`src/design/sfb_pkg.sv`:
```
// ----------------------------------------------------------------------------
// Serial frame builder package
// Shared constants, slot codes and the burst descriptor type.
// ----------------------------------------------------------------------------
package sfb_pkg;

   localparam logic [7:0] HEAD0_BYTE = 8'hAA;
   localparam logic [7:0] HEAD1_BYTE = 8'h55;
   localparam logic [7:0] TAIL0_BYTE = 8'hCC;
   localparam logic [7:0] TAIL1_BYTE = 8'h33;

   typedef logic [3:0] slot_type;

   localparam slot_type SLOT_HEAD0 = 4'd0;
   localparam slot_type SLOT_HEAD1 = 4'd1;
   localparam slot_type SLOT_DST   = 4'd2;
   localparam slot_type SLOT_SRC   = 4'd3;
   localparam slot_type SLOT_CMD   = 4'd4;
   localparam slot_type SLOT_MID   = 4'd5;
   localparam slot_type SLOT_SUM   = 4'd6;
   localparam slot_type SLOT_TAIL0 = 4'd7;
   localparam slot_type SLOT_TAIL1 = 4'd8;

   typedef struct packed {
      logic [7:0] dst;
      logic [7:0] src;
      logic [7:0] cmd;
      logic [7:0] mid;
      logic [7:0] sum;
      slot_type   first_slot;
      slot_type   last_slot;
   } burst_type;

endpackage

```
`src/design/sfb_framer.sv`:
```
// ----------------------------------------------------------------------------
// Serial frame builder: framer
// Holds frame state; makes a burst of each accepted start or in-frame data byte.
// ----------------------------------------------------------------------------
module sfb_framer (
   input  logic               clock,
   input  logic               reset,
   input  logic               accept,
   input  logic               op,
   input  logic [7:0]         dst_node,
   input  logic [7:0]         src_node,
   input  logic [7:0]         command,
   input  logic [7:0]         payload_length,
   input  logic [7:0]         data_byte,
   output logic               burst_valid,
   output sfb_pkg::burst_type burst
);

   logic       frame_open_ff, frame_open_in;
   logic [7:0] bytes_left_ff, bytes_left_in;
   logic [7:0] running_sum_ff, running_sum_in;
   logic [9:0] head_sum;
   logic [7:0] left_dec;

   always_comb begin
      head_sum       = {2'b00, dst_node} + {2'b00, src_node}
                     + {2'b00, command} + {2'b00, payload_length};
      left_dec       = bytes_left_ff - 8'd1;
      frame_open_in  = frame_open_ff;
      bytes_left_in  = bytes_left_ff;
      running_sum_in = running_sum_ff;
      burst_valid    = 1'b0;
      burst.dst        = dst_node;
      burst.src        = src_node;
      burst.cmd        = command;
      burst.mid        = payload_length;
      burst.sum        = head_sum[7:0];
      burst.first_slot = sfb_pkg::SLOT_HEAD0;
      burst.last_slot  = sfb_pkg::SLOT_MID;
      if (accept) begin
         if (!op) begin
            burst_valid    = 1'b1;
            running_sum_in = head_sum[7:0];
            bytes_left_in  = payload_length;
            frame_open_in  = 1'b1;
            if (payload_length == 8'd0) begin
               burst.last_slot = sfb_pkg::SLOT_TAIL1;
               frame_open_in   = 1'b0;
            end
         end else if (frame_open_ff) begin
            burst_valid      = 1'b1;
            burst.mid        = data_byte;
            burst.sum        = running_sum_ff + data_byte;
            burst.first_slot = sfb_pkg::SLOT_MID;
            running_sum_in   = running_sum_ff + data_byte;
            bytes_left_in    = left_dec;
            if (left_dec == 8'd0) begin
               burst.last_slot = sfb_pkg::SLOT_TAIL1;
               frame_open_in   = 1'b0;
            end
         end
      end
   end

   always_ff @(posedge clock) begin
      if (reset) begin
         frame_open_ff  <= 1'b0;
         bytes_left_ff  <= 8'd0;
         running_sum_ff <= 8'd0;
      end else begin
         frame_open_ff  <= frame_open_in;
         bytes_left_ff  <= bytes_left_in;
         running_sum_ff <= running_sum_in;
      end
   end

endmodule

```
`src/design/sfb_serializer.sv`:
```
// ----------------------------------------------------------------------------
// Serial frame builder: serializer
// Holds one burst; sends one byte per unstalled cycle into the result register.
// ----------------------------------------------------------------------------
module sfb_serializer (
   input  logic               clock,
   input  logic               reset,
   input  logic               burst_valid,
   input  sfb_pkg::burst_type burst,
   output logic               burst_free,
   output logic               rsp_valid,
   input  logic               rsp_ready,
   output logic [7:0]         rsp_out_byte,
   output logic               rsp_frame_last
);

   sfb_pkg::burst_type desc_ff;
   logic               desc_valid_ff;
   sfb_pkg::slot_type  idx_ff;
   logic               rsp_valid_ff;
   logic [7:0]         rsp_byte_ff;
   logic               rsp_last_ff;
   logic               out_load;
   logic               desc_done;
   logic [7:0]         byte_in;

   always_comb begin
      out_load   = desc_valid_ff && (!rsp_valid_ff || rsp_ready);
      desc_done  = out_load && (idx_ff == desc_ff.last_slot);
      burst_free = !desc_valid_ff || desc_done;
      case (idx_ff)
         sfb_pkg::SLOT_HEAD0: byte_in = sfb_pkg::HEAD0_BYTE;
         sfb_pkg::SLOT_HEAD1: byte_in = sfb_pkg::HEAD1_BYTE;
         sfb_pkg::SLOT_DST:   byte_in = desc_ff.dst;
         sfb_pkg::SLOT_SRC:   byte_in = desc_ff.src;
         sfb_pkg::SLOT_CMD:   byte_in = desc_ff.cmd;
         sfb_pkg::SLOT_MID:   byte_in = desc_ff.mid;
         sfb_pkg::SLOT_SUM:   byte_in = desc_ff.sum;
         sfb_pkg::SLOT_TAIL0: byte_in = sfb_pkg::TAIL0_BYTE;
         sfb_pkg::SLOT_TAIL1: byte_in = sfb_pkg::TAIL1_BYTE;
         default:             byte_in = 8'h00;
      endcase
   end

   always_ff @(posedge clock) begin
      if (reset) begin
         desc_valid_ff <= 1'b0;
         rsp_valid_ff  <= 1'b0;
      end else begin
         if (burst_valid) begin
            desc_valid_ff <= 1'b1;
         end else if (desc_done) begin
            desc_valid_ff <= 1'b0;
         end
         if (out_load) begin
            rsp_valid_ff <= 1'b1;
         end else if (rsp_ready) begin
            rsp_valid_ff <= 1'b0;
         end
      end
   end

   always_ff @(posedge clock) begin
      if (burst_valid) begin
         desc_ff <= burst;
         idx_ff  <= burst.first_slot;
      end else if (out_load) begin
         idx_ff <= idx_ff + 4'd1;
      end
      if (out_load) begin
         rsp_byte_ff <= byte_in;
         rsp_last_ff <= (idx_ff == sfb_pkg::SLOT_TAIL1);
      end
   end

   assign rsp_valid      = rsp_valid_ff;
   assign rsp_out_byte   = rsp_byte_ff;
   assign rsp_frame_last = rsp_last_ff;

endmodule

```
`src/design/serial_frame_builder_core.sv`:
```
// ----------------------------------------------------------------------------
// Serial frame builder core
// Builds length-framed packets with an 8-bit sum checksum as a byte stream.
// ----------------------------------------------------------------------------
//  Channel   Direction  Handshake            Contents
//  req_      in         req_valid/req_ready  op, header fields or one data byte
//  rsp_      out        rsp_valid/rsp_ready  one frame byte and end-of-frame flag
//
// A transaction becomes a burst sent one byte per cycle while rsp_ready allows:
// one byte for data, four for the last data byte of a frame, six for a start and
// nine for an empty frame. A request is taken in the cycle in which the last byte
// of the current burst enters the result register; its burst is then registered.
// Reset clears the frame state and empties both the burst and result registers.
// A stalled rsp_ready holds the result byte, a held burst and requests behind it.
module serial_frame_builder_core (
   input  logic       clock,
   input  logic       reset,
   input  logic       req_valid,
   output logic       req_ready,
   input  logic       req_op,
   input  logic [7:0] req_dst_node,
   input  logic [7:0] req_src_node,
   input  logic [7:0] req_command,
   input  logic [7:0] req_payload_length,
   input  logic [7:0] req_data_byte,
   output logic       rsp_valid,
   input  logic       rsp_ready,
   output logic [7:0] rsp_out_byte,
   output logic       rsp_frame_last
);

   logic               accept;
   logic               burst_valid;
   logic               burst_free;
   sfb_pkg::burst_type burst;

   assign req_ready = burst_free;
   assign accept    = req_valid && burst_free;

   sfb_framer u_framer (
      .clock          (clock),
      .reset          (reset),
      .accept         (accept),
      .op             (req_op),
      .dst_node       (req_dst_node),
      .src_node       (req_src_node),
      .command        (req_command),
      .payload_length (req_payload_length),
      .data_byte      (req_data_byte),
      .burst_valid    (burst_valid),
      .burst          (burst)
   );

   sfb_serializer u_serializer (
      .clock          (clock),
      .reset          (reset),
      .burst_valid    (burst_valid),
      .burst          (burst),
      .burst_free     (burst_free),
      .rsp_valid      (rsp_valid),
      .rsp_ready      (rsp_ready),
      .rsp_out_byte   (rsp_out_byte),
      .rsp_frame_last (rsp_frame_last)
   );

endmodule

```
`config.mk`:
```
export PLATFORM = sky130hd
export DESIGN_NAME = serial_frame_builder_core
export DESIGN_NICKNAME = d
export VERILOG_FILES = /design/src/design/sfb_pkg.sv /design/src/design/sfb_framer.sv /design/src/design/sfb_serializer.sv /design/src/design/serial_frame_builder_core.sv
export SDC_FILE = /design/constraint.sdc
export NUM_CORES = 1
export LEC_CHECK = 0
export BUFFER_PORTS_ARGS = -buffer_cell sky130_fd_sc_hd__buf_2
export CELL_PAD_IN_SITES_DETAIL_PLACEMENT = 1
export CELL_PAD_IN_SITES_GLOBAL_PLACEMENT = 1
export CORE_UTILIZATION = 30
export DETAILED_ROUTE_END_ITERATION = 10
export GPL_ROUTABILITY_DRIVEN = 0
export PLACE_DENSITY_LB_ADDON = 0.1
export SLEW_MARGIN = 25
export SYNTH_ARGS = -nofsm -noshare
export SYNTH_HDL_FRONTEND = slang
export SYNTH_SLANG_ARGS = --single-unit
```
`constraint.sdc`:
```
create_clock -name clock -period 8.41 [get_ports clock]
set_input_delay 1.2615 -clock clock [delete_from_list [all_inputs] [get_ports clock]]
set_output_delay 1.2615 -clock clock [all_outputs]
set_load 0.1 [all_outputs]
```
Yosys cells after proc, flatten, opt, wreduce, memory -nomap -nowiden
Cells that the tools add are included.

$add $sub $neg: 6. Eq/ne operators: 10. Muxes and demuxes: 24. Reduce and logical (&&, ||, !) cells: 14.

Operators with widths (count): case mux 8 bit (9 select lines) (1); 2-to-1 mux 24 bit (2); adder 8 bit (4); 2-to-1 mux 8 bit (4); 2-to-1 mux 20 bit (1); 2-to-1 mux 4 bit (5); == test 4 x 3 -> 1 bit, second input constant (4); zero test 8 bit (2); 2-to-1 mux 1 bit (11); == test 4 x 2 -> 1 bit, second input constant (2); subtractor 8 x 1 -> 8 bit, second input constant (1); nonzero test 2 bit (3); adder 4 x 1 -> 4 bit, second input constant (1); == test 4 x 1 -> 1 bit, second input constant (1); == test 4 bit (1); == test 4 bit, second input constant (1); zero test 4 bit (1); logical AND 1 bit (3); zero test 1 bit (2); logical OR 1 bit (2); inequality test 2 x 1 -> 1 bit, second input constant (1); AND reduction 2 bit (1).

Register bits: 76. Input port bits: 45. Logic and storage cells: 68.

Logic depth before layout (Yosys ltp)
Gate-level depths: netlist of the first run.

Word-level depth: 8. Gate-level depth with buffers: 11.

Hierarchy
Synthesis of the first run repeated with hierarchy kept, for this count alone.

Cell total of the unflattened synthesis: 456. Area, all modules: 4694.5 sq um.

Modules (own cells, without submodules): sfb_serializer (times used 1, cells each 153, area an instance 2366.0 sq um, seq. area each 1751.7 sq um); sfb_framer (times used 1, cells each 302, area an instance 2322.2 sq um, seq. area each 340.3 sq um); serial_frame_builder_core (times used 1, cells each 1, area an instance 6.3 sq um, seq. area each 0.0 sq um).

Least setup slack after synthesis of the first run
OpenSTA, ideal clock, no wires.

Path kind: input to register. Start: in req_dst_node[1]. End: reg u_framer.running_sum_ff[7]. Library setup time: 0.079 ns. Arrival time: 3.955 ns. Required time: 8.331 ns. Slack: 4.376 ns. Stages: 11. Path buffers: 0. Cell sequence: inv_1 fa_1 fa_1 inv_1 ha_1 fa_1 a211oi_1 o21ai_0 a211o_1 a211o_1 o211ai_1.

Longest elaborated chain between the ends: 4.

Ends and longest elaborated chain: start, declared (line serial_frame_builder_core.sv:21) `input logic [7:0] req_dst_node,`; adder 8 bit (line sfb_framer.sv:26) `head_sum = {2'b00, dst_node} + {2'b00, src_node}`; adder 8 bit (2 in series) (line sfb_framer.sv:27) `+ {2'b00, command} + {2'b00, payload_length};`; 2-to-1 mux 8 bit (line sfb_framer.sv:41) `if (!op) begin`; end signal, assigned (line sfb_framer.sv:73) `running_sum_ff <= running_sum_in;`; end, declared (line sfb_framer.sv:21) `logic [7:0] running_sum_ff, running_sum_in;`.

No other way between the ends. A chain may end at the register's enable or synchronous reset.

Final worst setup path of the first run
Same ends and word-level chain as after synthesis.

==> results.ini, run 1 <==
[setup_path]
worstPathMaxFanout = 3
slowest_delay_ps = 540
worstSetupPathDepth = 12
cp-end-kind = register
cp_cell_sequence = buf_2, inv_1, fa_1, fa_1, inv_1, ha_1, fa_1, a211oi_1, o21ai_0, a211o_1, a211o_1, o211ai_1
cp_slowest_cell = fa_1
start_kind = primary input
reg2reg_depth = 4
cp.arrival_ps = 4280
r2r_start = u_serializer.idx_ff[0]
cp-startpoint = req_dst_node[1]
worst-setup-path-type = in -> reg
crit_top_cell = fa_1
critPathRequiredTime_ps = 8680
critPathTopFamily = adder cells
crit_buf_inv = 3

[drt]
postRouteAntennaNets = 0
num_vias = 3399
drt_pre_antenna_iters = 4
drt_iter0_markers = 186
route.detailed.drc = 0
routed_wl_mm = 12.30
viasPerCell = 5.142
wire_per_inst_um = 18.61

[floorplan]
die_h_um = 124.1
die_w_um = 124.1
dieArea_mm2 = 0.01541
rows = 44
core-area_mm2 = 0.01453
ioPinCount = 56
start_util_pct = 30.79

[worst_hold_path]
min_path_type = reg -> reg
worstHoldStart = u_framer.bytes_left_ff[6]
hold_depth = 2

[timing]
slew_viol_final = 0
max_freq_mhz = 249.4
fin_skew_ps = 8.461
period_needed_ps = 4010
finalHoldWorstSlack_ps = 482.0
fin_ws_ps = 4400
setup_tns_ps = 0
tightest_slew_ps = 923.8
hold_viol = 0
slew_headroom_pct = 38.18
rsz0062_at_grt = no
finalSetupViolCount = 0
post-route-period-util_pct = 47.68

[clock_tree]
htree_levels = 3
cts-hold-fix-buffers = 0
post_cts_buffers = 0
clk_pin_slew_worst_paths_ps = 60
cts_tree = built
clk_latency_ps = 340
clockRootBuffer = clkbuf_16
cts_sinks = 74
clk_path_buf_depth = 2
cts_resized = 0
cts_buffers = 9

[global_route]
grt_usage_pct = 17.45
antenna_found_initial = 0
grt_pass1_vias = 3471
grt_pass1_wl_mm = 19.65
grt_overflow = 0
grt_max_degree = 65

[cells_and_area]
fin_area_mm2 = 0.005253
n_antenna_cell = 0
seqCellArea_mm2 = 0.002032
area_delta_synth_final_pct = 17.36
fill_cells = 1635
multi_input_area_mm2 = 0.002160
nets = 553
drive_above_1_share_pct = 18.03

[synth]
synth.distinct_cells = 62
synth-main-ff-cell = edfxtp_1
yosys.area_share.adder_pct = 12.30
synth_seq_cells = 74
synth.avg_cell_area_um2 = 10.51
synth_compound_area_share_pct = 18.73
synth.cell_area_mm2 = 0.004476
syn_inst = 426
seq_area_frac_synth_pct = 45.40
synth-simple-area-share_pct = 10.57
async_reset_ff_share_pct = 0
ys_warn_count = 0
syn_nets = 506
synth_edf_count = 55
synth-xor-area-share_pct = 3.243
synth_top_family_by_area = compound AO/OA/AOI/OAI gates
synth.area.mux_share_pct = 3.411

[pwr]
vdd_drop_max_mv = 0.1002
p_leak_nw = 2.091
power.density_mw_per_mm2 = 251.0

[placement]
postPlaceCellArea_mm2 = 0.004897
port_buffers = 55
dp_slack_ps = 4065
dp_hpwl_mm = 9.108

[status]
status = finished clean

[flow_run]
maxCapViolCount = 0

worst paths after layout:
kind | endpoint | slack (ps)
worst max-delay path | u_framer.running_sum_ff[7] | 4400
worst min-delay path | u_framer.bytes_left_ff[6] | 480
worst max register to register | u_serializer.desc_ff[20] | 5730
worst min register to register | u_framer.bytes_left_ff[6] | 480
sequential cells by signal (all words and copies together), names as in the netlist:
name	count
u_serializer.idx_ff	4
u_framer.running_sum_ff	8
u_serializer.rsp_out_byte	8
u_serializer.desc_ff	42
u_serializer.rsp_valid	1
u_serializer.rsp_frame_last	1
u_serializer.desc_valid_ff	1
u_framer.frame_open_ff	1
u_framer.bytes_left_ff	8
cell usage after synthesis (all sizes together) (6+ instances only):
master   n  area share [%]
clkbuf  13             1.1
fa      15             6.7
a21oi   29             3.2
dfxtp   19             8.5
xnor2    9             1.8
buf      8             1.2
a22oi    7             1.2
ha      20             5.6
mux2    10             2.5
o21ai   27             3.1
nand3   11             1.2
inv     46             3.9
nand2   22             1.8
a211oi  13             2.5
o22ai    6            0.84
a31oi    6            0.84
edfxtp  55              37
nor2    31             2.6
nor3     8            0.89
cells by family after synthesis:
logic type / after synthesis
adder cells (fa/ha/maj): 35
AND/OR/NAND/NOR: 98
buffers and inverters: 69
multiplexers: 14
flip-flops: 74
AO/OA/AOI/OAI: 121
XOR/XNOR: 15
tightest hold or removal path: stages, from the launching register on:
cell and delay (ps):
dfxtp_1 330, nand2_1 60, a21oi_1 50
per-layer routing:
| layer | track usage [%] | part of all wire (%) | up-vias |
|---|---|---|---|
| met5 | 0 | 0 | - |
| met4 | 5.134 | 0.89 | 0 |
| met3 | 3.800 | 3.6 | 8 |
| met2 | 26.48 | 46 | 54 |
| met1 | 24.67 | 49 | 1702 |
| li1 | - | - | 1635 |
power breakdown:
group | internal, mW | switching (mW) | total, mW
Sequential | 0.444 | 0.0239 | 0.468
Clock | 0.317 | 0.152 | 0.470
Combinational | 0.140 | 0.240 | 0.381
Total | 0.902 | 0.417 | 1.32
per-stage QoR:
stage,utilization (%),instances,total power [mW]
2_1_floorplan,-,426,0.7512
3_3_place_gp,33.67,646,0.8530
3_5_place_dp,33.69,646,0.8576
4_1_cts,36.14,661,1.336
5_1_grt,36.14,661,1.396
6_report,36.14,661,1.318
cell type report:
type,instances,area share (%)
inverter,48,3.525
multi-input combinational,283,41.11
clock buffer,9,4.288
tap,184,4.383
sequential,74,38.69
timing repair buffer,57,5.526
clock inverter,6,2.477
cells in the final DEF, fill, tap and decap left out, types with 5 or more instances in the layout:
| cell | count |
|---|---|
| buf_2 | 55 |
| edfxtp_1 | 55 |
| inv_1 | 46 |
| nor2_1 | 31 |
| a21oi_1 | 29 |
| nand2_1 | 22 |
| ha_1 | 20 |
| dfxtp_1 | 19 |
| o21ai_0 | 17 |
| fa_1 | 15 |
| nand3_1 | 11 |
| a211oi_1 | 10 |
| xnor2_1 | 9 |
| o21ai_1 | 9 |
| mux2_1 | 9 |
| clkbuf_16 | 9 |
| nor3_1 | 8 |
| a22oi_1 | 7 |
| a31oi_1 | 6 |
| o22ai_1 | 6 |
| xor2_1 | 5 |
| nor2b_1 | 5 |
| o21a_1 | 5 |
| nor4_1 | 5 |
No activity file was read; power rests on OpenSTA's default activity.
==> run 2, diff against run 1 <==
==> constraint.sdc (replaced) <==
create_clock -name clock -period 3.5 [get_ports clock]
set_input_delay 0.525 -clock clock [delete_from_list [all_inputs] [get_ports clock]]
set_output_delay 0.525 -clock clock [all_outputs]
set_load 0.1 [all_outputs]
==> results.ini, run 2 (synthesis results as in run 1) <==
[timing]
rsz0062_at_grt = no
max_freq_mhz = 313.0
fin_ws_ps = 305.4
setup_tns_ps = 0
fin_skew_ps = 7.879
hold_viol = 0
finalHoldWorstSlack_ps = 372.7
slew_headroom_pct = 39.57
finalSetupViolCount = 0
tightest_slew_ps = 903.1
period_needed_ps = 3195
post-route-period-util_pct = 91.27
slew_viol_final = 0

[global_route]
grt_usage_pct = 17.17
grt_overflow = 0
grt_pass1_vias = 3476
grt_pass1_wl_mm = 19.17
antenna_found_initial = 0
grt_max_degree = 31

[clock_tree]
clk_path_buf_depth = 2
cts_sinks = 74
post_cts_buffers = 0
cts_resized = 0
clockRootBuffer = clkbuf_16
clk_latency_ps = 340
cts_buffers = 9
clk_pin_slew_worst_paths_ps = 70
cts_tree = built
htree_levels = 3
cts-hold-fix-buffers = 0

[cells_and_area]
stdcell_count = 669
regMostFlops = u_serializer.desc_ff
area_delta_synth_final_pct = 17.92
drive_above_1_share_pct = 18.97
nets = 560
fin_area_mm2 = 0.005278
n_antenna_cell = 0
final_cell_mix = buf_2 (55), edfxtp_1 (55), inv_1 (46)
fill_cells = 1657
largest_reg_flops = 42

[floorplan]
ioPinCount = 56
rows = 44
dieArea_mm2 = 0.01541
start_util_pct = 30.79
core-area_mm2 = 0.01453
die_w_um = 124.1
die_h_um = 124.1

[placement]
dp_cells = 653
postPlaceCellArea_mm2 = 0.004959
dp_slack_ps = -84.94
dp_hpwl_mm = 9.266
port_buffers = 55

[setup_path]
cp.arrival_ps = 3470
worst-setup-path-type = in -> reg
reg2reg_slack_ps = 780
endpoint = u_framer.running_sum_ff[7]
worstPathMaxFanout = 3
reg2reg_depth = 4
critPathRequiredTime_ps = 3770
cp-startpoint = req_dst_node[1]
start_kind = primary input
r2r_start = u_serializer.idx_ff[0]
reg2reg_to = u_serializer.desc_ff[20]
cp-end-kind = register

[drt]
route.detailed.drc = 0
top_layer_used = met4
dr_wl_met2_mm = 5.517
wl_met1_mm = 6.160
postRouteAntennaNets = 0
routed_wl_mm = 12.23
wire_per_inst_um = 18.28
drt_iter0_markers = 195
viasPerCell = 5.058
route.met3.wl_um = 374
drt_pre_antenna_iters = 4
num_vias = 3384

[status]
status = finished clean

[worst_hold_path]
min_path_type = in -> reg

[pwr]
power.density_mw_per_mm2 = 580.0
p_leak_nw = 2.110
vdd_drop_max_mv = 0.2443

[flow_run]
maxCapViolCount = 0

## run 2: changes by cell type in the layout (fill, tap and decap cells not counted), sizes merged
| cell | change |
|---|---|
| bufinv | -2 |
| clkinv | +3 |
| buf | +7 |
## run 2: stage by stage
stage | power, mW | util, %
finish | 3.061 | 36.31
global route | 3.233 | 36.31
CTS | 3.097 | 36.31
detailed placement | 2.068 | 34.12
global placement | 2.052 | 34.12
floorplan | 1.805 | -
## run 2: worst min-delay path by stage
stage                          startpoint                    endpoint  slack [ps]  depth (start not counted)
2_1_floorplan  u_framer.running_sum_ff[3]  u_framer.running_sum_ff[3]         440                          2
3_3_place_gp   u_framer.running_sum_ff[3]  u_framer.running_sum_ff[3]         450                          2
3_5_place_dp   u_framer.running_sum_ff[3]  u_framer.running_sum_ff[3]         450                          2
4_1_cts                   req_src_node[4]    u_serializer.desc_ff[36]         360                          1
5_1_grt                   req_src_node[5]    u_serializer.desc_ff[37]         360                          1
6_report                  req_src_node[4]    u_serializer.desc_ff[36]         370                          1
## run 2: worst max-delay path, cell delays in order
cell	delay (ps)
buf_2	90
inv_1	50
fa_1	530
fa_1	520
inv_1	40
ha_1	210
fa_1	390
a211oi_1	280
o21ai_0	210
a211o_1	290
a211o_1	250
o211ai_1	70
## run 2: where the power goes
| group | internal [mW] | leakage (nW) | switching, mW | total (mW) |
|---|---|---|---|---|
| Combinational | 0.349 | 1.28 | 0.578 | 0.927 |
| Sequential | 1.07 | 0.672 | 0.0495 | 1.12 |
| Clock | 0.624 | 0.155 | 0.394 | 1.02 |
| Total | 2.04 | 2.11 | 1.02 | 3.06 |
## run 2: area by class of cell
class	instances	area [µm²]	share of cell area, %
clock inverter	7	93.84	1.778
clock buffer	9	225.2	4.267
sequential	74	2032	38.50
multi-input combinational	283	2160	40.92
inverter	48	181.4	3.438
tap	184	230.2	4.362
timing repair buffer	64	355.3	6.733
## run 2: metal layers
layer  global-route usage, %  vias up
li1                        -     1656
met1                   23.55     1660
met2                   27.21       56
met3                   2.747       12
met4                   6.027        0
met5                       0        -
==> run 3, diff against run 2 <==
==> constraint.sdc (replaced) <==
create_clock -name clock -period 2.7 [get_ports clock]
set_input_delay 0.405 -clock clock [delete_from_list [all_inputs] [get_ports clock]]
set_output_delay 0.405 -clock clock [all_outputs]
set_load 0.1 [all_outputs]
==> results.ini, run 3 (synthesis results as in run 1) <==
[setup_path]
cp.arrival_ps = 3080
cp-end-kind = register
start_kind = primary input
critPathRequiredTime_ps = 2960
worstPathMaxFanout = 3
worst-setup-path-type = in -> reg
reg2reg_slack_ps = 240

[placement]
postPlaceCellArea_mm2 = 0.005190
dp_slack_ps = -604.8
dp_hpwl_mm = 9.512
port_buffers = 55
dp_cells = 675

[clock_tree]
htree_levels = 3
clk_path_buf_depth = 2
cts_buffers = 9
clockRootBuffer = clkbuf_16
clk_latency_ps = 340
cts_tree = built
cts-hold-fix-buffers = 0
clk_pin_slew_worst_paths_ps = 60
cts_sinks = 74

[status]
status = finished, violations left
violations = setup timing

[timing]
fin_ws_ps = -120.2
slew_viol_final = 0
finalSetupViolCount = 3
post-route-period-util_pct = 104.5
max_freq_mhz = 354.6
tightest_slew_ps = 688.7
fin_skew_ps = 7.879
slew_headroom_pct = 53.66
rsz0062_at_grt = yes
period_needed_ps = 2820
hold_viol = 0

[drt]
drt_iter0_markers = 204
num_vias = 3492
wire_per_inst_um = 18.08
postRouteAntennaNets = 0
route.detailed.drc = 0
routed_wl_mm = 12.56
viasPerCell = 5.024
drt_pre_antenna_iters = 4

[cells_and_area]
layout_commonest_cell = edfxtp_1
fin_area_mm2 = 0.005590
stdcell_count = 695
nets = 586
regMostFlops = u_serializer.desc_ff
n_antenna_cell = 0
final_cell_mix = edfxtp_1 (55), buf_2 (50), inv_1 (38)
utilization_pct = 38.46
largest_reg_flops = 42
area_delta_synth_final_pct = 24.91
drive_above_1_share_pct = 27.79

[pwr]
power.density_mw_per_mm2 = 716.8
p_leak_nw = 2.238
vdd_drop_max_mv = 0.3222

[global_route]
antenna_found_initial = 0
grt_overflow = 0
grt_pass1_vias = 3639
grt_pass1_wl_mm = 19.98
grt_usage_pct = 17.78
grt_max_degree = 32

[floorplan]
dieArea_mm2 = 0.01541
ioPinCount = 56
die_h_um = 124.1
die_w_um = 124.1
core-area_mm2 = 0.01453
start_util_pct = 30.79
rows = 44

[flow_run]
maxCapViolCount = 0

[worst_hold_path]
min_path_type = in -> reg

==> run 3: changes by cell type in the layout (fill, tap and decap cells not counted), moves of 4 or more <==
cell,delta
inv_2,+6
buf_2,-5
buf_6,+4
inv_1,-8
buf_4,+24
==> run 3: layout make-up <==
cell class	count	area (µm²)
inverters	48	191.4
fillers	1641	8944
multi-input cells	283	2262
repair buffers	90	610.6
clock inverters	5	31.28
clock buffers	11	232.7
flip-flops and latches	74	2032
well taps	184	230.2
==> run 3: repair_timing <==
| action | 4_1_cts | 5_1_grt |
|---|---|---|
| pin swaps | 10 | 16 |
| hold endpoints to repair | 0 | 0 |
| setup endpoints to repair | 6 | 8 |
| gates resized for setup | 9 | 17 |
| buffers inserted | 2 | 2 |
==> run 3: routing by layer <==
metal / vias up / wire length, µm / track usage, %
met4: 0 / 113 / 4.167
li1: 1707 / - / -
met5: - / 0 / 0
met3: 8 / 455 / 4.396
met2: 58 / 5749 / 27.56
met1: 1719 / 6244 / 24.76
==> run 3: critical path, cell delays in order <==
cell and delay (ps):
buf_8 80, inv_4 30, fa_1 510, fa_1 520
inv_2 50, ha_4 160, fa_2 370, a211oi_2 270
o21ai_2 110, a211o_1 270, a211o_1 260, o211ai_1 70
==> run 3: stage by stage <==
| step | power (mW) | TNS (ps) | hold slack [ps] |
|---|---|---|---|
| floorplan | 2.372 | -706.6 | 435.6 |
| global placement | 2.791 | -3850 | 448.9 |
| detailed placement | 2.815 | -3920 | 466.3 |
| CTS | 3.992 | -90.83 | 227.7 |
| global route | 4.254 | -601.6 | 226.5 |
| finish | 4.007 | -159.1 | 242.1 |
==> run 3: final timing paths <==
kind              cells past startpoint                         end                       start
setup / recovery                     12  u_framer.running_sum_ff[7]             req_src_node[1]
setup reg to reg                      5    u_serializer.desc_ff[20]      u_serializer.idx_ff[2]
hold reg to reg                       2  u_framer.running_sum_ff[3]  u_framer.running_sum_ff[3]
hold / removal                        1    u_serializer.desc_ff[42]             req_dst_node[2]
==> run 3: where the power goes <==
part / switching [mW] / internal, mW / leakage (nW)
sequential: 0.0624 / 1.38 / 0.672
combinational: 0.826 / 0.636 / 1.45
clock: 0.483 / 0.618 / 0.121
total: 1.37 / 2.64 / 2.24
